===== src/rtl/lc2bc_pkg.sv =====
// Shared types and character constants for the line-to-block comment rewriter.
package lc2bc_pkg;

   localparam logic [7:0] CHAR_NL     = 8'h0A;
   localparam logic [7:0] CHAR_SPACE  = 8'h20;
   localparam logic [7:0] CHAR_DQUOTE = 8'h22;
   localparam logic [7:0] CHAR_SQUOTE = 8'h27;
   localparam logic [7:0] CHAR_STAR   = 8'h2A;
   localparam logic [7:0] CHAR_SLASH  = 8'h2F;
   localparam logic [7:0] CHAR_BSLASH = 8'h5C;

   localparam logic [1:0] END_NONE  = 2'd0;
   localparam logic [1:0] END_CLEAN = 2'd1;
   localparam logic [1:0] END_BAD   = 2'd2;

   localparam int MAX_RESULTS     = 4;
   localparam int CMD_QUEUE_DEPTH = 4;

   typedef struct packed {
      logic [7:0] in_byte;
      logic       end_of_input;
   } lc2bc_req_type;

   typedef struct packed {
      logic [7:0] out_byte;
      logic       byte_valid;
      logic       last_of_run;
      logic       nested_close_warning;
      logic [1:0] end_status;
   } lc2bc_rsp_type;

   // One classified item: up to four bytes to emit, plus flags.
   typedef struct packed {
      logic [2:0]                   count;
      logic [MAX_RESULTS-1:0][7:0]  bytes;
      logic                         has_byte;
      logic                         warn;
      logic [1:0]                   status;
   } lc2bc_cmd_type;

endpackage


===== src/rtl/line_comment_to_block_comment.sv =====
// Top level of the line-to-block comment rewriter.
/*
 * Rewrites C source so that every line comment becomes a block comment.
 * Source bytes arrive one per transfer on the req_ channel; an item with
 * end_of_input set closes the current file and reports its end status.
 * A front end tracks the lexical state (code, literals, escapes, comments)
 * and turns each item into a command of zero to four output bytes; a small
 * queue passes commands to a back end that sends one result per transfer on
 * the rsp_ channel. Input is taken every cycle while the queue has room, and
 * results leave at one per cycle: an item with k results occupies the back
 * end for k cycles, and a slash in code, which is held back, uses none.
 * At the earliest, the first result of an item is offered one cycle after
 * its transfer and can be taken at the edge after that. The rsp_
 * payload comes straight from back-end registers, so a stall on the result
 * side never reaches the input until the queue fills.
 */
module line_comment_to_block_comment import lc2bc_pkg::*; #(
   parameter int QueueDepth = CMD_QUEUE_DEPTH
) (
   input  logic          clock,
   input  logic          reset,
   input  logic          req_valid,
   output logic          req_stall,
   input  lc2bc_req_type req_payload,
   output logic          rsp_valid,
   input  logic          rsp_stall,
   output lc2bc_rsp_type rsp_payload
);

   logic          req_xfer;
   logic          push;
   lc2bc_cmd_type cmd;
   lc2bc_cmd_type q_data;
   logic          q_pop, q_empty, q_full;

   // Stall only on a full queue; the front end never waits otherwise.
   assign req_stall = q_full;
   assign req_xfer  = req_valid && !req_stall;

   lc2bc_front u_front (
      .clock  (clock),
      .reset  (reset),
      .accept (req_xfer),
      .item   (req_payload),
      .push   (push),
      .cmd    (cmd)
   );

   lc2bc_queue #(
      .DEPTH (QueueDepth)
   ) u_queue (
      .clock     (clock),
      .reset     (reset),
      .push      (push),
      .push_data (cmd),
      .pop       (q_pop),
      .pop_data  (q_data),
      .empty     (q_empty),
      .full      (q_full)
   );

   lc2bc_back u_back (
      .clock     (clock),
      .reset     (reset),
      .q_empty   (q_empty),
      .q_data    (q_data),
      .q_pop     (q_pop),
      .out_valid (rsp_valid),
      .out_stall (rsp_stall),
      .out_item  (rsp_payload)
   );

endmodule


===== src/rtl/lc2bc_front.sv =====
// Front end: lexical state tracking and classification of each input item.
module lc2bc_front import lc2bc_pkg::*; (
   input  logic          clock,
   input  logic          reset,
   input  logic          accept,
   input  lc2bc_req_type item,
   output logic          push,
   output lc2bc_cmd_type cmd
);

   typedef enum logic [3:0] {
      ST_CODE    = 4'd0,
      ST_CHR     = 4'd1,
      ST_CHR_ESC = 4'd2,
      ST_STR     = 4'd3,
      ST_STR_ESC = 4'd4,
      ST_SLASH   = 4'd5,
      ST_LINE    = 4'd6,
      ST_LINE_AS = 4'd7,
      ST_BLOCK   = 4'd8,
      ST_STAR    = 4'd9
   } lex_state_type;

   lex_state_type state_ff, state_in;
   logic [7:0]    c;

   assign c = item.in_byte;

   always_comb begin
      state_in = state_ff;
      cmd      = '0;
      if (item.end_of_input) begin
         state_in = ST_CODE;
         if (state_ff == ST_LINE) begin
            cmd.count    = 3'd3;
            cmd.has_byte = 1'b1;
            cmd.bytes[0] = CHAR_SPACE;
            cmd.bytes[1] = CHAR_STAR;
            cmd.bytes[2] = CHAR_SLASH;
            cmd.status   = END_CLEAN;
         end else if (state_ff == ST_CODE) begin
            cmd.count  = 3'd1;
            cmd.status = END_CLEAN;
         end else begin
            cmd.count  = 3'd1;
            cmd.status = END_BAD;
         end
      end else begin
         cmd.has_byte = 1'b1;
         cmd.count    = 3'd1;
         cmd.bytes[0] = c;
         unique case (state_ff)
            ST_CODE: begin
               if (c == CHAR_DQUOTE) state_in = ST_STR;
               else if (c == CHAR_SQUOTE) state_in = ST_CHR;
               else if (c == CHAR_SLASH) begin
                  // held back until the next byte decides
                  state_in  = ST_SLASH;
                  cmd.count = 3'd0;
               end
            end
            ST_STR: begin
               if (c == CHAR_BSLASH) state_in = ST_STR_ESC;
               else if (c == CHAR_DQUOTE) state_in = ST_CODE;
            end
            ST_STR_ESC: state_in = ST_STR;
            ST_CHR: begin
               if (c == CHAR_BSLASH) state_in = ST_CHR_ESC;
               else if (c == CHAR_SQUOTE) state_in = ST_CODE;
            end
            ST_CHR_ESC: state_in = ST_CHR;
            ST_SLASH: begin
               cmd.count    = 3'd2;
               cmd.bytes[0] = CHAR_SLASH;
               if (c == CHAR_SLASH) begin
                  state_in     = ST_LINE;
                  cmd.bytes[1] = CHAR_STAR;
               end else if (c == CHAR_STAR) begin
                  state_in     = ST_BLOCK;
                  cmd.bytes[1] = CHAR_STAR;
               end else begin
                  state_in     = ST_CODE;
                  cmd.bytes[1] = c;
               end
            end
            ST_LINE, ST_LINE_AS: begin
               if (c == CHAR_NL) begin
                  state_in     = ST_CODE;
                  cmd.count    = 3'd4;
                  cmd.bytes[0] = CHAR_SPACE;
                  cmd.bytes[1] = CHAR_STAR;
                  cmd.bytes[2] = CHAR_SLASH;
                  cmd.bytes[3] = c;
               end else if (c == CHAR_STAR) begin
                  state_in = ST_LINE_AS;
               end else if (c == CHAR_SLASH && state_ff == ST_LINE_AS) begin
                  // split the star-slash so the rewritten comment stays open
                  state_in     = ST_LINE;
                  cmd.count    = 3'd2;
                  cmd.bytes[0] = CHAR_SPACE;
                  cmd.bytes[1] = c;
                  cmd.warn     = 1'b1;
               end else begin
                  state_in = ST_LINE;
               end
            end
            ST_BLOCK: begin
               if (c == CHAR_STAR) state_in = ST_STAR;
            end
            ST_STAR: begin
               if (c == CHAR_SLASH) state_in = ST_CODE;
               else if (c != CHAR_STAR) state_in = ST_BLOCK;
            end
            default: state_in = ST_CODE;
         endcase
      end
   end

   assign push = accept && (cmd.count != 3'd0);

   always_ff @(posedge clock) begin
      if (reset) begin
         state_ff <= ST_CODE;
      end else if (accept) begin
         state_ff <= state_in;
      end
   end

endmodule


===== src/rtl/lc2bc_queue.sv =====
// Small register queue of classified items between front and back end.
module lc2bc_queue import lc2bc_pkg::*; #(
   parameter int DEPTH = CMD_QUEUE_DEPTH
) (
   input  logic          clock,
   input  logic          reset,
   input  logic          push,
   input  lc2bc_cmd_type push_data,
   input  logic          pop,
   output lc2bc_cmd_type pop_data,
   output logic          empty,
   output logic          full
);

   localparam int PW = (DEPTH > 1) ? $clog2(DEPTH) : 1;
   localparam int CW = $clog2(DEPTH + 1);
   localparam logic [PW-1:0] LAST_PTR = PW'(DEPTH - 1);
   localparam logic [CW-1:0] FULL_CNT = CW'(DEPTH);

   lc2bc_cmd_type     mem_ff [DEPTH];
   logic [PW-1:0]     wr_ptr_ff, rd_ptr_ff;
   logic [CW-1:0]     count_ff;
   logic              do_push, do_pop;

   assign empty    = (count_ff == '0);
   assign full     = (count_ff == FULL_CNT);
   assign do_push  = push && !full;
   assign do_pop   = pop && !empty;
   assign pop_data = mem_ff[rd_ptr_ff];

   always_ff @(posedge clock) begin
      if (do_push) begin
         mem_ff[wr_ptr_ff] <= push_data;
      end
   end

   always_ff @(posedge clock) begin
      if (reset) begin
         wr_ptr_ff <= '0;
         rd_ptr_ff <= '0;
         count_ff  <= '0;
      end else begin
         if (do_push) begin
            wr_ptr_ff <= (wr_ptr_ff == LAST_PTR) ? '0 : wr_ptr_ff + 1'b1;
         end
         if (do_pop) begin
            rd_ptr_ff <= (rd_ptr_ff == LAST_PTR) ? '0 : rd_ptr_ff + 1'b1;
         end
         if (do_push && !do_pop) count_ff <= count_ff + 1'b1;
         else if (do_pop && !do_push) count_ff <= count_ff - 1'b1;
      end
   end

endmodule


===== src/rtl/lc2bc_back.sv =====
// Back end: walks each classified item out as one result per transfer.
module lc2bc_back import lc2bc_pkg::*; (
   input  logic          clock,
   input  logic          reset,
   input  logic          q_empty,
   input  lc2bc_cmd_type q_data,
   output logic          q_pop,
   output logic          out_valid,
   input  logic          out_stall,
   output lc2bc_rsp_type out_item
);

   lc2bc_cmd_type cur_ff;
   logic          cur_valid_ff;
   logic [1:0]    idx_ff;
   logic          is_last;
   logic          done;

   assign is_last = ({1'b0, idx_ff} == (cur_ff.count - 3'd1));
   assign done    = !cur_valid_ff || (!out_stall && is_last);
   assign q_pop   = done && !q_empty;

   assign out_valid                     = cur_valid_ff;
   assign out_item.out_byte             = cur_ff.has_byte ? cur_ff.bytes[idx_ff] : 8'd0;
   assign out_item.byte_valid           = cur_ff.has_byte;
   assign out_item.last_of_run          = is_last;
   assign out_item.nested_close_warning = cur_ff.warn;
   assign out_item.end_status           = is_last ? cur_ff.status : END_NONE;

   always_ff @(posedge clock) begin
      if (q_pop) begin
         cur_ff <= q_data;
      end
   end

   always_ff @(posedge clock) begin
      if (reset) begin
         cur_valid_ff <= 1'b0;
         idx_ff       <= '0;
      end else if (done) begin
         cur_valid_ff <= !q_empty;
         idx_ff       <= '0;
      end else if (!out_stall) begin
         idx_ff <= idx_ff + 2'd1;
      end
   end

endmodule


===== config.mk =====
export PLATFORM = sky130hd
export DESIGN_NAME = line_comment_to_block_comment
export DESIGN_NICKNAME = d
export VERILOG_FILES = /design/src/rtl/lc2bc_pkg.sv /design/src/rtl/line_comment_to_block_comment.sv /design/src/rtl/lc2bc_front.sv /design/src/rtl/lc2bc_queue.sv /design/src/rtl/lc2bc_back.sv
export SDC_FILE = /design/constraint.sdc
export NUM_CORES = 1
export LEC_CHECK = 0
export BUFFER_PORTS_ARGS = -buffer_cell sky130_fd_sc_hd__buf_2
export CAP_MARGIN = 20
export CORE_ASPECT_RATIO = 1.5
export CORE_MARGIN = 1.5
export CORE_UTILIZATION = 65
export CTS_CLUSTER_DIAMETER = 30
export DETAILED_ROUTE_END_ITERATION = 10
export GPL_ROUTABILITY_DRIVEN = 0
export HOLD_SLACK_MARGIN = 0.05
export PLACE_DENSITY = 0.83
export SLEW_MARGIN = 10
export SYNTH_ARGS = -nofsm -noshare
export SYNTH_HDL_FRONTEND = slang
export SYNTH_SLANG_ARGS = --single-unit

===== constraint.sdc =====
create_clock -name clock -period 5.1 [get_ports clock]
set_input_delay 0.51 -clock clock [delete_from_list [all_inputs] [get_ports clock]]
set_output_delay 0.51 -clock clock [all_outputs]
set_load 0.02 [all_outputs]

==> results by group, run 1 <==
Outcome
  • Outcome: finished clean

Floorplanning
  • Placeable Area: 0.01100 mm2
  • Ports: 28
  • Die height: 133 um
  • Initial Util: 66.59%
  • Placement Rows: 47
  • Die W: 89.67 um
  • Full die area: 0.01193 mm2

Routing
  • Final wirelength: 13,680 um
  • Drt pass-1 iters: 5
  • Drt drc: 0
  • Routed vias/inst: 6.163
  • Post-route ant nets: 0
  • DR WL/cell: 21.92 um
  • Vias: 3,846
  • Drt initial violations: 234

STA
  • Unrepaired setup endpoints after global routing: no
  • Final setup fails: 0
  • Final Hold Fails: 0
  • Fmax: 302.1 MHz
  • Min cycle time layout: 3.310 ns
  • Worst Tran Pin Value: 0.8984 ns
  • Slew Viols, Final: 0
  • Layout Skew: 0.01330 ns
  • Part of the cycle the worst path needs: 64.91%
  • Setup TNS: 0 ns
  • Headroom to the max-slew limit: 40.03%

Place
  • Port-buffer cells: 27
  • Placed cell count: 592
  • Placed wire-length estimate: 7948 um

Synth
  • Top FF cell, synth: edfxtp_1
  • FF+latch count, synth: 174
  • Ys async rst share: 0%
  • Synthesized cell area: 0.007323 mm2
  • Seq/Total Area, Yosys: 69.43%
  • Yosys cell types: 57
  • EDFF count, synth: 160
  • Syn. warnings: 0
  • Syn Inst Count: 416
  • Syn Area/Cell: 17.60 um2

Global routing
  • Initial antenna violation count: 0
  • First-pass GRT wire length: 21,710 um
  • Final global-route overflow total: 0
  • Top Usage Layer GRT: met2
  • Gr usage total: 25.65%
  • GR Util met3: 5.614%
  • Met1 global-route usage: 34.75%
  • Met2 Resource Use GR: 40.17%
  • Largest net degree at the start of global routing: 36
  • Vias in the first global route: 3,979

Setup path
  • Worst EP arrival: 3.66 ns
  • Critical Path Start Type: flip-flop
  • Critical path required time: 5.45 ns
  • CP Max Fanout: 15
  • CP endpoint kind: flip-flop
  • Critical path class: reg -> reg

Cells and area
  • Inserted Diodes: 0
  • Final non-filler cell total: 624
  • Layout area overhead: 12.98%
  • NumNets Final: 485
  • Commonest non-fill, non-tap cells in the layout: edfxtp_1 (160), mux4_2 (37), buf_2 (27)
  • Ratio of cells with drive above 1 in the final layout: 24.74%
  • Commonest non-fill, non-tap cell in the layout: edfxtp_1

Power and ir drop
  • Peak supply drop: 0.2904 mV
  • PD cells: 536.3 mW/mm2
  • Leak Pwr: 2.855 nW

Job
  • Max-Cap Viols: 0

Clock tree
  • CTS sink count: 174
  • H-tree depth: 4
  • CTS tree: done
  • Post-CTS setup buffers: 0
  • Clock Tree Buf Depth: 2
  • Clock transition at path regs: 0.07 ns
  • PostCTS Resize Cnt: 0
  • Hold buffer count at cts: 0
  • CTS Buf Count: 17
  • Worst-skew pair later-pin latency: 0.42 ns
  • Clock root cell: clkbuf_16

Worst hold path
  • HP Class: in -> reg
cells by family after synthesis:
kind of cell / after synthesis / synth area share [%]
simple gates: 97 / 8.303
compound gates: 37 / 4.032
mux: 49 / 13.09
fa+ha+maj: 9 / 1.606
buf+inv: 39 / 2.289
xor+xnor: 10 / 1.196
flops: 174 / 69.43
other cells: 1 / 0.05121
registers in the layout, indices dropped and copies added (netlist names):
signal	flops
u_back.out_valid	1
u_back.out_item	2
u_queue.rd_ptr_ff	2
u_back.cur_ff	30
u_queue.mem_ff	128
u_queue.wr_ptr_ff	2
u_queue.count_ff	3
u_front.state_ff	4
u_back.idx_ff	2
metal layers:
layer  share of wire [%]  vias up  wire length [um]
met1                  40     1943              5454
li1                    -     1711                 -
met4                 3.1        0               425
met2                  52      158              7148
met5                   0        -                 0
met3                 4.7       34               649
worst paths after layout:
check	from	endpoint	slack, ns	depth (start not counted)
worst max-delay path	u_front.state_ff[1]$_SDFFE_PP0P_	u_queue.count_ff[2]$_SDFFE_PP0P_	1.79	10
worst min-delay path	reset	u_queue.count_ff[0]$_SDFFE_PP0P_	0.46	2
worst max register to register	u_front.state_ff[1]$_SDFFE_PP0P_	u_queue.count_ff[2]$_SDFFE_PP0P_	1.79	10
worst min register to register	u_queue.wr_ptr_ff[1]$_SDFFE_PP0P_	u_queue.wr_ptr_ff[1]$_SDFFE_PP0P_	0.53	2
synthesized netlist by cell type, types with 2 or more instances:
cell type	number	area, um2
xor2_1	5	43.79
o21ai_0	6	30.03
or2_2	3	18.77
nand4_1	3	18.77
and2_2	4	30.03
ha_1	7	87.58
xnor2_1	5	43.79
a22o_1	2	17.52
a21oi_1	8	40.04
or3_1	2	12.51
buf_4	3	22.52
nand3_1	6	30.03
nor2_1	17	63.81
buf_2	8	40.04
o22ai_1	2	12.51
dfxtp_1	14	280.3
o211ai_1	2	15.01
nor4_1	2	12.51
and2_1	18	112.6
mux2i_1	11	110.1
clkbuf_1	11	41.29
buf_1	2	7.510
nor2b_1	4	25.02
nor3_1	7	35.03
mux4_2	37	833.3
nand2_1	8	30.03
edfxtp_1	160	4805
nand2b_1	8	50.05
a31oi_1	5	31.28
and3_1	3	18.77
inv_1	15	56.30
nand3b_1	3	22.52
critical path, stage by stage (launching register included):
cell and delay, ns:
dfxtp_1 0.48, or2_2 0.40, nor3_1 0.53, a2111oi_4 0.18, a41oi_4 0.30, ha_1 0.24
inv_1 0.07, fa_1 0.43, xor2_1 0.16, or3_1 0.31, a21oi_1 0.14
layout make-up:
cell class	instances	area (um2)
Multi-Input combinational cell	226	2157
Clock buffer	20	446.7
Tap cell	147	183.9
Inverter	15	56.30
Clock inverter	12	186.4
Fill cell	627	2723
Timing Repair Buffer	30	157.7
Sequential cell	174	5086
per-stage QoR:
step	total power [mW]	hold WS, ns	worst slack (ns)	util [%]	cell area, um2
finish	4.437	0.4590	1.790	75.24	8274
global route	4.613	0.4663	1.567	75.24	8274
CTS	4.474	0.4386	1.822	75.24	8274
detailed placement	3.079	0.5030	1.622	69.48	7641
global placement	3.031	0.4908	1.758	69.48	7641
floorplan	2.812	0.4798	2.088	-	7410
where the power goes:
part           leakage (nW)  switching [mW]  total (mW)  internal [mW]
registers              1.59           0.126        2.05           1.92
logic                 0.969           0.581        1.03          0.449
clock network         0.297           0.521        1.36          0.838
Power figures use the tool's default switching activity.
==> run 2: changes to the inputs <==
- CORE_UTILIZATION: 65 -> 61
- PLACE_DENSITY: 0.83 -> 0.79
- clock period: 5.1 -> 3.41 ns (I/O delays scaled with it)
==> results by group, run 2 (synthesized netlist as in run 1, its figures left out) <==
STA
  • Fmax: 305.4 MHz (+1.1%)
  • Final hold slack: 0.2599 ns (-0.1991 ns)
  • Worst Tran Pin Value: 0.6612 ns (-0.2372 ns)
  • Slew Viols, Final: 0 (unchanged)
  • Unrepaired setup endpoints after global routing: no
  • Setup TNS: 0 ns (unchanged)
  • Min cycle time layout: 3.274 ns (-0.03602 ns)
  • Layout Skew: 0.01043 ns (-0.002869 ns)
  • Final Hold Fails: 0 (unchanged)
  • Final setup fails: 0 (unchanged)
  • Post-route setup slack: 0.1358 ns (-1.654 ns)
  • Headroom to the max-slew limit: 55.54% (+16 points)
  • Part of the cycle the worst path needs: 96.02% (+31 points)

Clock tree
  • PostCTS Resize Cnt: 0 (unchanged)
  • Hold buffer count at cts: 0 (unchanged)
  • Worst-skew pair later-pin latency: 0.43 ns (about the same)
  • Clock Tree Buf Depth: 2 (unchanged)
  • CTS Buf Count: 17 (unchanged)
  • H-tree depth: 4 (unchanged)
  • CTS tree: done
  • Post-CTS setup buffers: 0 (unchanged)
  • Clock transition at path regs: 0.07 ns (about the same)
  • Clock root cell: clkbuf_16
  • CTS sink count: 174 (unchanged)

Floorplanning
  • Full die area: 0.01269 mm2 (+6.4%)
  • Initial Util: 63.18% (-3.4 points)
  • Die W: 92.46 um (+3.1%)
  • Placeable Area: 0.01159 mm2 (+5.4%)
  • Die height: 137.2 um (+3.2%)
  • Ports: 28 (unchanged)
  • Placement Rows: 48 (+2.1%)

Setup path
  • Levels on crit path: 10 (unchanged)
  • CP endpoint kind: flip-flop
  • Critical path, cell by cell: nand3b_1, or2_2, o221a_2, a41oi_4, ha_1, inv_1, fa_1, xor2_1, or3_1, a21oi_1
  • Critical Path Start Type: flip-flop
  • Critical path required time: 3.76 ns (-1.69 ns)
  • Critical path class: reg -> reg
  • Top Family by Delay on Critical Path: simple AND/OR/NAND/NOR gates
  • Worst R2R Path Depth: 10 (unchanged)
  • Crit-path slowest cell: dfxtp_1
  • CP Max Fanout: 13 (-2)
  • Buffers plus inverters on the worst setup path: 1 (unchanged)
  • Worst EP arrival: 3.63 ns (-0.03 ns)
  • CP peak stage delay: 0.58 ns (+0.05 ns)

Global routing
  • Largest net degree at the start of global routing: 33 (-8.3%)
  • First-pass GRT wire length: 21,390 um (-1.5%)
  • Final global-route overflow total: 0 (unchanged)
  • Initial antenna violation count: 0 (unchanged)
  • Gr usage total: 23.55% (-2.1 points)
  • Vias in the first global route: 3,879 (-2.5%)

Place
  • Port-buffer cells: 27 (unchanged)
  • DP Worst Slack: 0.2229 ns (-1.399 ns)
  • Placed cell count: 607 (+2.5%)
  • Placement Cell Area: 0.007785 mm2 (+1.9%)
  • Placed wire-length estimate: 8373 um (+5.4%)

Power and ir drop
  • Peak supply drop: 0.5051 mV (+74%)
  • Leak Pwr: 2.921 nW (+2.3%)
  • PD cells: 778.0 mW/mm2 (+45%)

Cells and area
  • Ratio of cells with drive above 1 in the final layout: 26.99% (+2.3 points)
  • Top reg by flops: u_queue.mem_ff
  • Inserted Diodes: 0 (unchanged)
  • Commonest non-fill, non-tap cell in the layout: edfxtp_1
  • Commonest non-fill, non-tap cells in the layout: edfxtp_1 (160), mux4_2 (37), buf_2 (27)
  • Final non-filler cell total: 639 (+2.4%)
  • Design area: 0.008373 mm2 (+1.2%)
  • Layout area overhead: 14.33%
  • NumNets Final: 497 (+2.5%)
  • Largest register FFs: 128 (unchanged)
  • Regs by FF count: u_queue.mem_ff (128), u_back.cur_ff (30), u_front.state_ff (4)

Routing
  • Final wirelength: 13,580 um (-0.72%)
  • Routed vias/inst: 6.042 (-2.0%)
  • Drt drc: 0 (unchanged)
  • Vias: 3,861 (+0.39%)
  • Post-route ant nets: 0 (unchanged)
  • DR WL/cell: 21.25 um (-3.0%)
  • Drt initial violations: 300 (+28%)
  • Drt pass-1 iters: 5 (unchanged)

Outcome
  • Outcome: finished clean

Worst hold path
  • Hold depth: 3 (+1)
  • HP Class: in -> reg

Job
  • Max-Cap Viols: 0 (unchanged)
==> run 2: changes by cell type in the layout (fill, tap and decap cells not counted) <==
cell and change:
buf_12 +4, buf_4 +8, bufinv_16 -3, clkbuf_1 -2, clkbuf_8 -1, clkinv_2 +1
clkinv_4 -3, clkinv_8 +1, clkinvlp_4 -2, inv_6 +6, inv_8 +3
==> run 2: cell type report <==
type	count	area [um2]
clock buffer	17	425.4
multi-input combinational	226	2157
sequential	174	5086
fill	675	3218
tap	150	187.7
inverter	15	56.30
clock inverter	15	162.7
timing repair buffer	42	297.8
==> run 2: power by group <==
group / leakage (nW) / internal [mW] / total, mW / switching, mW
clock network: 0.289 / 1.04 / 1.89 / 0.851
registers: 1.59 / 2.87 / 3.09 / 0.223
logic: 1.04 / 0.716 / 1.53 / 0.811
==> run 2: stage by stage <==
stage / util (%) / power, mW
6_report: 72.24 / 6.514
2_1_floorplan: - / 4.205
3_5_place_dp: 67.16 / 4.667
5_1_grt: 72.24 / 6.785
3_3_place_gp: 67.16 / 4.599
4_1_cts: 72.24 / 6.576
==> run 2: layer usage <==
layer / GRT usage [%] / share of wire, % / vias to the layer above
met3: 4.691 / 4.5 / 33
met2: 39.91 / 53 / 160
met1: 29.83 / 39 / 1943
li1: - / - / 1725
met4: 9.915 / 2.8 / 0
met5: 0 / 0 / -
==> run 2: final timing paths <==
| kind | from | endpoint | slack, ns |
|---|---|---|---|
| max | u_front.state_ff[2]$_SDFFE_PP0P_ | u_queue.count_ff[2]$_SDFFE_PP0P_ | 0.14 |
| min | rsp_stall | u_back.idx_ff[0]$_SDFFE_PP0N_ | 0.26 |
| max reg2reg | u_front.state_ff[2]$_SDFFE_PP0P_ | u_queue.count_ff[2]$_SDFFE_PP0P_ | 0.14 |
| min reg2reg | u_queue.wr_ptr_ff[1]$_SDFFE_PP0P_ | u_queue.wr_ptr_ff[1]$_SDFFE_PP0P_ | 0.53 |
==> run 2: worst register-to-register path: stages (launching register included) <==
cell and delay (ns):
dfxtp_1 0.58, nand3b_1 0.22, or2_2 0.37, o221a_2 0.30, a41oi_4 0.33, ha_1 0.25, inv_1 0.08, fa_1 0.43
xor2_1 0.16, or3_1 0.32, a21oi_1 0.17
